File: src/design/toroidal_life_like_automaton_assert.svh
// assertion macros for the toroidal life-like automaton
`ifndef TOROIDAL_LIFE_LIKE_AUTOMATON_ASSERT_SVH
`define TOROIDAL_LIFE_LIKE_AUTOMATON_ASSERT_SVH
`ifndef SYNTHESIS
// same-cycle implication, sampled on i_clk, off while i_rst_n is low
`define TLLA_ASSERT_IMP(lbl, ante, cons) \
    lbl: assert property (@(posedge i_clk) disable iff (!i_rst_n) (ante) |-> (cons)) \
        else $error("tlla: same-cycle check failed");
// next-cycle implication, sampled on i_clk, off while i_rst_n is low
`define TLLA_ASSERT_NXT(lbl, ante, cons) \
    lbl: assert property (@(posedge i_clk) disable iff (!i_rst_n) (ante) |=> (cons)) \
        else $error("tlla: next-cycle check failed");
`else
`define TLLA_ASSERT_IMP(lbl, ante, cons)
`define TLLA_ASSERT_NXT(lbl, ante, cons)
`endif
`endif

File: src/design/tlla_pkg.sv
// shared constants, types and helpers of the toroidal life-like automaton
package tlla_pkg;

    // built board size
    localparam int MAX_WIDTH  = 64;
    localparam int MAX_HEIGHT = 64;

    // index and dimension widths
    localparam int COL_W     = $clog2(MAX_WIDTH);
    localparam int ROW_W     = $clog2(MAX_HEIGHT);
    localparam int WDIM_W    = $clog2(MAX_WIDTH + 1);
    localparam int HDIM_W    = $clog2(MAX_HEIGHT + 1);
    localparam int ADDR_W    = ROW_W + 1;
    localparam int MEM_DEPTH = 2 ** ADDR_W;

    // field widths
    localparam int COORD_W    = 16;
    localparam int CMD_W      = 2;
    localparam int DIM_CFG_W  = 7;
    localparam int MASK_W     = 9;
    localparam int CFG_IDX_W  = 2;
    localparam int CFG_DATA_W = 9;
    localparam int CNT_W      = $clog2(COORD_W + 1);

    // neighbor count width, indexes the rule masks
    localparam int NB_W       = $clog2(MASK_W);

    // register reset values
    localparam logic [DIM_CFG_W-1:0] WIDTH_RST  = DIM_CFG_W'(64);
    localparam logic [DIM_CFG_W-1:0] HEIGHT_RST = DIM_CFG_W'(64);
    localparam logic [MASK_W-1:0]    STAY_RST   = MASK_W'(12);
    localparam logic [MASK_W-1:0]    BORN_RST   = MASK_W'(8);

    typedef logic [MAX_WIDTH-1:0] t_row;

    typedef enum logic [CMD_W-1:0] {
        CMD_WRITE = 2'd0,
        CMD_READ  = 2'd1,
        CMD_STEP  = 2'd2,
        CMD_NONE  = 2'd3
    } t_cmd;

    typedef enum logic [CFG_IDX_W-1:0] {
        CFG_WIDTH  = 2'd0,
        CFG_HEIGHT = 2'd1,
        CFG_STAY   = 2'd2,
        CFG_BORN   = 2'd3
    } t_cfg_idx;

    // which board row the read port fetches
    typedef enum logic [1:0] {
        ROW_COORD,
        ROW_UP,
        ROW_MID,
        ROW_DOWN
    } t_row_sel;

    // which window register takes the read data
    typedef enum logic [1:0] {
        WIN_NONE,
        WIN_ABOVE,
        WIN_CENTER,
        WIN_BELOW
    } t_win_ld;

    // what the write port does
    typedef enum logic [1:0] {
        WR_NONE,
        WR_CLEAR,
        WR_CELL,
        WR_ROW
    } t_wr_kind;

    // controller to datapath
    typedef struct packed {
        logic     take;
        logic     wrap_start;
        logic     rd_en;
        t_row_sel rd_sel;
        t_win_ld  win_ld;
        t_wr_kind wr_kind;
        logic     row_inc;
        logic     flip;
        logic     cell_cap;
        logic     res_load;
        t_cmd     res_kind;
    } t_dp_cmd;

    // datapath to controller
    typedef struct packed {
        logic wrap_busy;
        logic clr_last;
        logic row_last;
        logic res_free;
    } t_dp_stat;

    // width in use: zero reads as one, above the build limit reads as the limit
    function automatic logic [WDIM_W-1:0] eff_width(logic [DIM_CFG_W-1:0] v);
        logic [WDIM_W-1:0] r;
        if (v == '0) begin
            r = WDIM_W'(1);
        end else if (int'(v) > MAX_WIDTH) begin
            r = WDIM_W'(MAX_WIDTH);
        end else begin
            r = WDIM_W'(v);
        end
        return r;
    endfunction

    // height in use, same clamping
    function automatic logic [HDIM_W-1:0] eff_height(logic [DIM_CFG_W-1:0] v);
        logic [HDIM_W-1:0] r;
        if (v == '0) begin
            r = HDIM_W'(1);
        end else if (int'(v) > MAX_HEIGHT) begin
            r = HDIM_W'(MAX_HEIGHT);
        end else begin
            r = HDIM_W'(v);
        end
        return r;
    endfunction

endpackage

File: src/design/tlla_ctrl.sv
// command sequencer: clearing pass, cell access and generation sweep
module tlla_ctrl
    import tlla_pkg::*;
(
    input  logic     i_clk,
    input  logic     i_rst_n,
    input  logic     i_in_valid,
    input  t_cmd     i_in_cmd,
    output logic     o_in_ready,
    input  t_dp_stat i_stat,
    output t_dp_cmd  o_cmd
);

    typedef enum logic [3:0] {
        S_CLEAR,
        S_IDLE,
        S_WRAP,
        S_CELL_WR,
        S_CELL_RD,
        S_CELL_CAP,
        S_UP,
        S_MID,
        S_DOWN,
        S_LOAD,
        S_ROW_WR,
        S_FINISH
    } t_state;

    t_state r_state;
    t_state n_state;
    t_cmd   r_op;

    // state and latched command
    always_ff @(posedge i_clk) begin
        if (!i_rst_n) begin
            r_state <= S_CLEAR;
            r_op    <= CMD_NONE;
        end else begin
            r_state <= n_state;
            if ((r_state == S_IDLE) && i_in_valid) begin
                r_op <= i_in_cmd;
            end
        end
    end

    assign o_in_ready = (r_state == S_IDLE);

    // next state and datapath commands
    always_comb begin
        n_state        = r_state;
        o_cmd          = '0;
        o_cmd.res_kind = r_op;
        unique case (r_state)
            S_CLEAR: begin
                o_cmd.wr_kind = WR_CLEAR;
                if (i_stat.clr_last) begin
                    n_state = S_IDLE;
                end
            end
            S_IDLE: begin
                if (i_in_valid) begin
                    o_cmd.take = 1'b1;
                    unique case (i_in_cmd)
                        CMD_WRITE, CMD_READ: begin
                            o_cmd.wrap_start = 1'b1;
                            n_state          = S_WRAP;
                        end
                        CMD_STEP: n_state = S_UP;
                        CMD_NONE: n_state = S_IDLE;
                    endcase
                end
            end
            S_WRAP: begin
                if (!i_stat.wrap_busy) begin
                    n_state = (r_op == CMD_WRITE) ? S_CELL_WR : S_CELL_RD;
                end
            end
            S_CELL_WR: begin
                o_cmd.wr_kind = WR_CELL;
                n_state       = S_FINISH;
            end
            S_CELL_RD: begin
                o_cmd.rd_en  = 1'b1;
                o_cmd.rd_sel = ROW_COORD;
                n_state      = S_CELL_CAP;
            end
            S_CELL_CAP: begin
                o_cmd.cell_cap = 1'b1;
                n_state        = S_FINISH;
            end
            S_UP: begin
                o_cmd.rd_en  = 1'b1;
                o_cmd.rd_sel = ROW_UP;
                n_state      = S_MID;
            end
            S_MID: begin
                o_cmd.rd_en  = 1'b1;
                o_cmd.rd_sel = ROW_MID;
                o_cmd.win_ld = WIN_ABOVE;
                n_state      = S_DOWN;
            end
            S_DOWN: begin
                o_cmd.rd_en  = 1'b1;
                o_cmd.rd_sel = ROW_DOWN;
                o_cmd.win_ld = WIN_CENTER;
                n_state      = S_LOAD;
            end
            S_LOAD: begin
                o_cmd.win_ld = WIN_BELOW;
                n_state      = S_ROW_WR;
            end
            S_ROW_WR: begin
                o_cmd.wr_kind = WR_ROW;
                if (i_stat.row_last) begin
                    o_cmd.flip = 1'b1;
                    n_state    = S_FINISH;
                end else begin
                    o_cmd.row_inc = 1'b1;
                    n_state       = S_UP;
                end
            end
            S_FINISH: begin
                if (i_stat.res_free) begin
                    o_cmd.res_load = 1'b1;
                    n_state        = S_IDLE;
                end
            end
            default: n_state = S_CLEAR;
        endcase
    end

endmodule

File: config.mk
export PLATFORM = sky130hd
export DESIGN_NAME = tlla_ctrl
export DESIGN_NICKNAME = d
export VERILOG_FILES = /design/src/design/toroidal_life_like_automaton_assert.svh /design/src/design/tlla_pkg.sv /design/src/design/tlla_ctrl.sv
export SDC_FILE = /design/constraint.sdc
export NUM_CORES = 1
export LEC_CHECK = 0
export CORE_AREA = 5 5 42 44
export CTS_CLUSTER_DIAMETER = 50
export CTS_CLUSTER_SIZE = 28
export DETAILED_ROUTE_END_ITERATION = 10
export DIE_AREA = 0 0 47 49
export DONT_BUFFER_PORTS = 1
export HOLD_SLACK_MARGIN = 0.02
export SYNTH_ARGS = -nofsm -noshare
export SYNTH_HDL_FRONTEND = slang
export SYNTH_SLANG_ARGS = --single-unit
File: constraint.sdc
create_clock -name i_clk -period 3.32 [get_ports i_clk]
set_clock_uncertainty 0.15 [all_clocks]
set_input_delay 0.166 -clock i_clk [delete_from_list [all_inputs] [get_ports i_clk]]
set_output_delay 0.166 -clock i_clk [all_outputs]
set_load 0.005 [all_outputs]
# --- Yosys cells after proc, flatten, opt, wreduce, memory -nomap -nowiden ---
# Index checks and enable logic that the tools add are counted.
classes:
  n_eq_ne: 18
  mux: 20
  reduce_logical: 7
ops:
  columns: ["op", "n"]
  rows:
  - ["$pmux 4 s11", 1]
  - ["$mux 4", 5]
  - ["$eq 4x3->1 const B", 4]
  - ["$eq 4x4->1 const B", 4]
  - ["$pmux 2 s3", 2]
  - ["$pmux 3 s4", 1]
  - ["$pmux 4 s3", 1]
  - ["$eq 4x2->1 const B", 2]
  - ["$ne 2x2->1 const B", 4]
  - ["$mux 1", 6]
  - ["$mux 2", 3]
  - ["$eq 2x2->1 const B", 2]
  - ["$eq 4x1->1 const B", 1]
  - ["$logic_not 2->1", 2]
  - ["$logic_not 4->1", 1]
  - ["$reduce_and 4->1", 1]
  - ["$reduce_or 2->1", 2]
  - ["$mux 3", 1]
  - ["$eq 2x1->1 const B", 1]
  - ["$logic_and 1x1->1", 1]
totals:
  ff_bits: 6
  in_bits: 9
  output_inout_bits: 16
  elab_cells: 47

# --- Logic depth before layout (Yosys ltp) ---
# Gate-level depths: netlist of the first run.
logic_depth:
  word_depth: 5
  depth_mapped: 5
  ltp_nobuf: 4

# --- Worst setup path after synthesis of the first run ---
# Ideal clock, no wire load.
synth_path:
  path_type: "register to register"
  from: "register r_state[3]"
  to: "register r_state[2]"
  setup_time_ps: 116
  t_arrival_ps: 1230
  required_time_ps: 3054
  slack_ps: 1824
  stages_incl_launch_ff: 5
  n_path_buf: 0
  synth_period_minus_slack_ps: 1496
  cell_sequence: "dfxtp_1 or3_1 a211oi_2 nor2_1 and3_1"
synth_via:
  elab_chain_cells: 3
  word_cells_on_any_way: 19
  classes_between: "15 x eq/ne; 1 x mux; 3 x reduce/logical"
synth_rtl:
  columns: ["element", "line", "source"]
  rows:
  - ["start, declared", "tlla_ctrl.sv:29", "t_state r_state;"]
  - ["start signal, assigned", "tlla_ctrl.sv:39", "r_state <= n_state;"]
  - ["$eq 4x2->1, or another cell as far along", "tlla_ctrl.sv:53", "unique case (r_state)"]
  - ["$reduce_or 2->1 (no line) / $ne 2x2->1 (equally long branches)", null, null]
  - ["$pmux 4 s11 / $reduce_and 4->1 (equally long branches)", null, null]
# Several ways; a longest one is shown, not always the timed one.
# A chain may end at the register's enable or synchronous reset.

# --- Final worst setup path of the first run ---
layout_path:
  from: "register r_state[0]"
  to: "register r_op[0]"
layout_via:
  elab_chain_cells: 2
layout_rtl:
  columns: ["element", "line", "source"]
  rows:
  - ["$eq 4x1->1", null, null]
  - ["net o_in_ready", "tlla_ctrl.sv:9", "output logic o_in_ready,"]
  - ["$logic_and 1x1->1", "tlla_ctrl.sv:40", "if ((r_state == S_IDLE) && i_in_valid) begin"]
  - ["end signal, assigned", "tlla_ctrl.sv:41", "r_op <= i_in_cmd;"]
  - ["end, declared", "tlla_ctrl.sv:31", "t_cmd r_op;"]
# The timed path passes the listed nets, and every way through them passes these cells.

==> results of run 1 <==
-- worst paths after layout --
| check | start | end | slack [ns] | depth (start not counted) |
|---|---|---|---|---|
| worst max-delay path | r_state[0] | r_op[0] | 0.60 | 5 |
| worst min-delay path | i_in_cmd[1] | r_state[2] | 0.10 | 3 |
| worst max register to register | r_state[0] | r_op[0] | 0.60 | 5 |
| worst min register to register | r_state[0] | r_state[3] | 0.68 | 2 |
-- final cells by class --
class / instances / area share
multi-input combinational: 66 / 0.663
timing repair buffer: 6 / 0.0879
inverter: 2 / 0.0110
sequential: 6 / 0.176
clock buffer: 3 / 0.0330
tap: 16 / 0.0293
-- layout by cell type (no fill, tap or decap), types with 3 or more instances in the layout --
master and count:
sky130_fd_sc_hd__nor2_1 9, sky130_fd_sc_hd__dfxtp_1 6, sky130_fd_sc_hd__nand2_1 7, sky130_fd_sc_hd__o21ai_0 6
sky130_fd_sc_hd__nor2b_1 4, sky130_fd_sc_hd__nor3_1 3, sky130_fd_sc_hd__clkbuf_4 3, sky130_fd_sc_hd__a21oi_1 3
sky130_fd_sc_hd__dlygate4sd3_1 6, sky130_fd_sc_hd__nand3b_1 4
-- cells by family after synthesis --
family	count (synthesis)	share of synthesized area
buf+inv	7	0.0822
flops	6	0.192
simple gates	42	0.409
xor+xnor	3	0.0421
compound gates	21	0.275
-- synthesized netlist by cell type (2+ instances only) --
library cell | n | area share
sky130_fd_sc_hd__nor3_1 | 3 | 0.024
sky130_fd_sc_hd__inv_1 | 2 | 0.012
sky130_fd_sc_hd__o21ai_0 | 6 | 0.048
sky130_fd_sc_hd__a21oi_1 | 3 | 0.024
sky130_fd_sc_hd__nand3_1 | 2 | 0.016
sky130_fd_sc_hd__nor2_1 | 9 | 0.054
sky130_fd_sc_hd__xnor2_1 | 2 | 0.028
sky130_fd_sc_hd__dfxtp_1 | 6 | 0.19
sky130_fd_sc_hd__a221oi_1 | 2 | 0.028
sky130_fd_sc_hd__buf_4 | 4 | 0.048
sky130_fd_sc_hd__nand2b_1 | 2 | 0.020
sky130_fd_sc_hd__nand2_1 | 7 | 0.042
sky130_fd_sc_hd__and2_1 | 2 | 0.020
sky130_fd_sc_hd__nand3b_1 | 4 | 0.048
sky130_fd_sc_hd__nor3b_1 | 2 | 0.024
sky130_fd_sc_hd__nor2b_1 | 4 | 0.040
-- power groups by stage --
stage / Sequential [mW] / Clock (mW) / Combinational [mW]
6_report: 0.123 / 0.0701 / 0.119
3_3_place_gp: 0.123 / 0 / 0.111
2_1_floorplan: 0.0966 / 0 / 0.127
5_1_grt: 0.127 / 0.0809 / 0.132
4_1_cts: 0.123 / 0.0723 / 0.119
3_5_place_dp: 0.124 / 0 / 0.110
-- sequential cells by signal, summed over array words and instances, names as in the netlist --
register and flops:
r_state 4, r_op 2
-- stage by stage --
| stage | hold WS [ns] | cells | util | setup WS, ns |
|---|---|---|---|---|
| 2_1_floorplan | 0.0878 | 79 | - | 1.82 |
| 3_3_place_gp | 0.0964 | 90 | 0.429 | 1.45 |
| 3_5_place_dp | 0.0950 | 90 | 0.429 | 1.38 |
| 4_1_cts | 0.0996 | 99 | 0.488 | 0.640 |
| 5_1_grt | 0.132 | 99 | 0.488 | 0.460 |
| 6_report | 0.105 | 99 | 0.488 | 0.601 |
-- critical path: cells and delay by family (launching register included) --
family | cells | cell delay [ns]
buffers and inverters | 2 | 1.12
flip-flops | 1 | 0.72
AND/OR/NAND/NOR | 3 | 0.67
-- routing by layer --
metal / up-vias / global-route usage / wire (microns)
li1: 296 / - / -
met1: 286 / 0.214 / 696
met2: 11 / 0.195 / 720
met3: 4 / 0.0812 / 104
met4: 0 / 0.0415 / 22
met5: - / 0 / 0
==> metrics.cfg, run 1 <==
[logic_synthesis]
synth-seq-cells = 6
yosysWarnings = 0
ys_seq_area_frac = 0.192
synth.distinct_cells = 35
syn_avg_cell_area_sq_um = 7.90
synth-edff-count = 0
dominantRegCellSynth = sky130_fd_sc_hd__dfxtp_1
synth.net_count = 88
postSynth.asyncResetShare = 0
synth_area_sq_um = 624
synthesized_instance_count = 79

[power]
power.switching_fraction = 0.402
power.density_cell_area_nw_per_um2 = 457
share_seq_of_total_power = 0.393
internal_power_uw = 187
share_comb_of_total_power = 0.383
net-switching-power_uw = 125
power.static_leakage_nw = 0.246
power.ir.vdd_worst_v = 0.000202
p_clk_frac = 0.225
post-layout-total-power_uw = 312

[cells_and_area]
multi_input_comb_area_sq_um = 453
areaGrowthSynthToFinish_pct = 9.42
ant_cells = 0
finish.net_count = 94
post_route_cells_drive_above_1_share = 0.120
nFillCells = 151
fin_area_sq_um = 683
regArea_sq_um = 120

[worst_setup_path]
startpoint_type = flop
crit_slowest_cell = sky130_fd_sc_hd__dfxtp_1
crit_fanout = 17
critical_path_required_ns = 3.35
timing.critical_path.arrival_ns = 2.75
criticalPathCategory = flop to flop
worst_setup_path_end_kind = flop
max_stage_delay_ns = 0.72
crit_path_cell_trace = nor4b_4 > nand3_1 > dlygate4sd3_1 > nand3_1 > dlygate4sd3_1

[detailed_routing]
initialDrtViolationCount = 4
post_drt_wl_per_cell_microns = 15.6
drc_errors = 0
vias = 597
antenna_violating_nets_post_route = 0
vias_cell = 6.03
routed_wirelength_microns = 1540
first_pass_iteration_count_of_the_detailed_router = 4

[clock_tree]
clock_sinks = 6
postCtsSetupRepairBufs = 0
count_of_hold_fix_buffers_inserted_at_cts = 6
cts_tree = done
clkLatencyLatePin_ns = 0.25
htreeDepth = 1
clockBufferDepth = 2
cts_buffers = 3
worst_setup_hold_path_clk_slew_ns = 0.04
cts_resized = 0
root_buffer = sky130_fd_sc_hd__clkbuf_4

[global_routing]
grt_pass1_wl_microns = 2590
antenna_found_initial = 0
grt_max_degree = 23
grt_util_all_layers = 0.151
via_count_of_the_first_global_routing_pass = 516
grt-ovfl-total = 0

[flow_run]
cap_viol_max_count = 0

[placed_design]
placement.cell_area_sq_um = 601
dp.final_hpwl_microns = 1060
port_buffers = 0
routabilityCongestion = 0.754

[die]
floorplan.io_pins = 25
die_y_microns = 49
rows = 14
die-width_microns = 47
floorplan.die_area_sq_um = 2300
initial_core_util = 0.446
core_area_sq_um = 1400

[timing]
tightest_slew_ns = 0.779
period_share = 0.819
setup_viol = 0
finalSetupTns_ns = 0
post-route-min-period_ns = 2.72
slew_headroom = 0.480
rsz0062_at_grt = no
hold_violations = 0
maxClockFrequency_ghz = 0.368
report.final.slew_viol_count = 0

[hold_path]
hold_class = input pin to flop

[outcome]
outcome = completed

Power figures use the tool's default switching activity.
==> inputs of run 2 (changes only) <==
- clock period: 3.32 -> 2.5 ns (I/O delays scaled with it)
==> run 2 against run 1 <==
  * Combinational power rose by 53%
  * Sequential cell count did not move
  * Sequential share of layout area fell by 0.13 points
  * Critical path depth rose by 1
  * First-iteration DRC count rose by 50%
  * Count of clock-buffer cells in the layout did not move
  * Worst setup slack got worse by 0.38 ns
  * Register-to-register slack got worse by 0.38 ns
==> metrics.cfg, run 2 (synthesis gave the netlist of run 1 again) <==
[worst_setup_path]
startpoint_type = flop
max_stage_delay_ns = 0.55
r2r_start = r_state[1]
timing.critical_path.arrival_ns = 2.27
worst_setup_path_startpoint = r_state[1]
crit_slowest_cell = sky130_fd_sc_hd__dlygate4sd3_1
cp-endpoint = r_op[1]
worst_setup_path_end_kind = flop
worst-r2r-setup-slack_ns = 0.22
crit_path_cell_trace = buf_4 > nor4b_4 > nand2_1 > nor2_1 > o21ai_1 > dlygate4sd3_1
rr_endpoint = r_op[1]
r2r.worst_path.cells = 6
crit_fanout = 12
critical_path_required_ns = 2.49
criticalPathCategory = flop to flop

[cells_and_area]
post_route_cells_drive_above_1_share = 0.143
top_register = r_state
layout.cells.most_common_list = sky130_fd_sc_hd__nor2_1, sky130_fd_sc_hd__nand2_1, sky130_fd_sc_hd__o21ai_0, sky130_fd_sc_hd__dfxtp_1, sky130_fd_sc_hd__dlygate4sd3_1
areaGrowthSynthToFinish_pct = 10.2
finish.net_count = 95
largest_reg_flops = 4
top_regs = r_state x4, r_op x2
ant_cells = 0
final_cells = 100
commonest_non_fill_non_tap_cell_in_the_layout = sky130_fd_sc_hd__nor2_1

[global_routing]
grt_util_all_layers = 0.158
grt-ovfl-total = 0
via_count_of_the_first_global_routing_pass = 530
grt_max_degree = 17
grt_pass1_wl_microns = 2630
antenna_found_initial = 0

[placed_design]
port_buffers = 0
place_inst = 92
dp.final_hpwl_microns = 1150
routabilityCongestion = 0.759

[clock_tree]
cts_tree = done
postCtsSetupRepairBufs = 0
worst_setup_hold_path_clk_slew_ns = 0.05
cts_resized = 0
count_of_hold_fix_buffers_inserted_at_cts = 5
clkLatencyLatePin_ns = 0.25
htreeDepth = 1
clockBufferDepth = 2
clock_sinks = 6
root_buffer = sky130_fd_sc_hd__clkbuf_4
cts_buffers = 3

[detailed_routing]
initialDrtViolationCount = 6
antenna_violating_nets_post_route = 0
post_drt_wl_per_cell_microns = 15.2
vias_cell = 5.78
routed_wirelength_microns = 1520
drc_errors = 0
vias = 578
first_pass_iteration_count_of_the_detailed_router = 4

[die]
die-width_microns = 47
floorplan.io_pins = 25
core_area_sq_um = 1400
initial_core_util = 0.446
die_y_microns = 49
rows = 14
floorplan.die_area_sq_um = 2300

[outcome]
outcome = completed

[hold_path]
timing.hold.worst_path_depth = 3
hold_class = input pin to flop

[timing]
period_share = 0.911
setup_viol = 0
hold_violations = 0
post-route-min-period_ns = 2.28
tightest_slew_ns = 0.579
slew_headroom = 0.614
finalSetupTns_ns = 0
report.final.slew_viol_count = 0
rsz0062_at_grt = no
maxClockFrequency_ghz = 0.439

[flow_run]
cap_viol_max_count = 0

[power]
power.static_leakage_nw = 0.254
power.density_cell_area_nw_per_um2 = 610
power.ir.vdd_worst_v = 0.000442

## run 2: changes by cell type in the layout (fill, tap and decap cells not counted), sizes merged
cell | previous run | this run
buf | 0 | 2
dlygate4sd3 | 6 | 5
## run 2: routing by layer
| metal | part of all wire | vias up | GRT usage |
|---|---|---|---|
| met2 | 0.48 | 11 | 0.201 |
| met5 | 0 | - | 0 |
| li1 | - | 298 | - |
| met3 | 0.070 | 4 | 0.0812 |
| met4 | 0.022 | 0 | 0.0691 |
| met1 | 0.43 | 265 | 0.215 |
## run 2: final cells by class
class / count / area (sq um)
clock buffer: 3 / 22.5
fill: 140 / 713
inverter: 2 / 7.51
multi-input combinational: 66 / 453
sequential: 6 / 120
tap: 16 / 20.0
timing repair buffer: 7 / 65.1
## run 2: how the worst min path moves through the flow
stage	startpoint	endpoint
floorplan	i_rst_n	r_op[0]
CTS	i_in_cmd[1]	r_state[2]
detailed placement	i_rst_n	r_op[0]
global placement	i_rst_n	r_op[0]
global route	i_in_cmd[1]	r_state[2]
finish	i_in_cmd[1]	r_state[2]
## run 2: report_power, final
group / total [mW] / switching [mW] / internal [mW]
clock: 0.0916 / 0.0371 / 0.0544
sequential: 0.146 / 0.0368 / 0.109
combinational: 0.182 / 0.0919 / 0.0902
## run 2: worst max-delay path: cells and delay by family, from the launching register on
kind                   cells  cell delay, ns
AND/OR/NAND/NOR            3            0.73
AO/OA/AOI/OAI              1            0.09
buffers and inverters      2            0.79
flip-flops                 1            0.41
## run 2: through the flow
| step | area (sq um) | total power, mW | util | setup slack, ns | hold WS, ns |
|---|---|---|---|---|---|
| floorplan | 624 | 0.298 | - | 1.00 | 0.0468 |
| finish | 688 | 0.420 | 0.491 | 0.223 | 0.0674 |
| global route | 688 | 0.461 | 0.491 | 0.0710 | 0.0656 |
| CTS | 688 | 0.425 | 0.491 | 0.209 | 0.0532 |
| global placement | 616 | 0.318 | 0.439 | 0.723 | 0.0578 |
| detailed placement | 616 | 0.320 | 0.439 | 0.699 | 0.0512 |
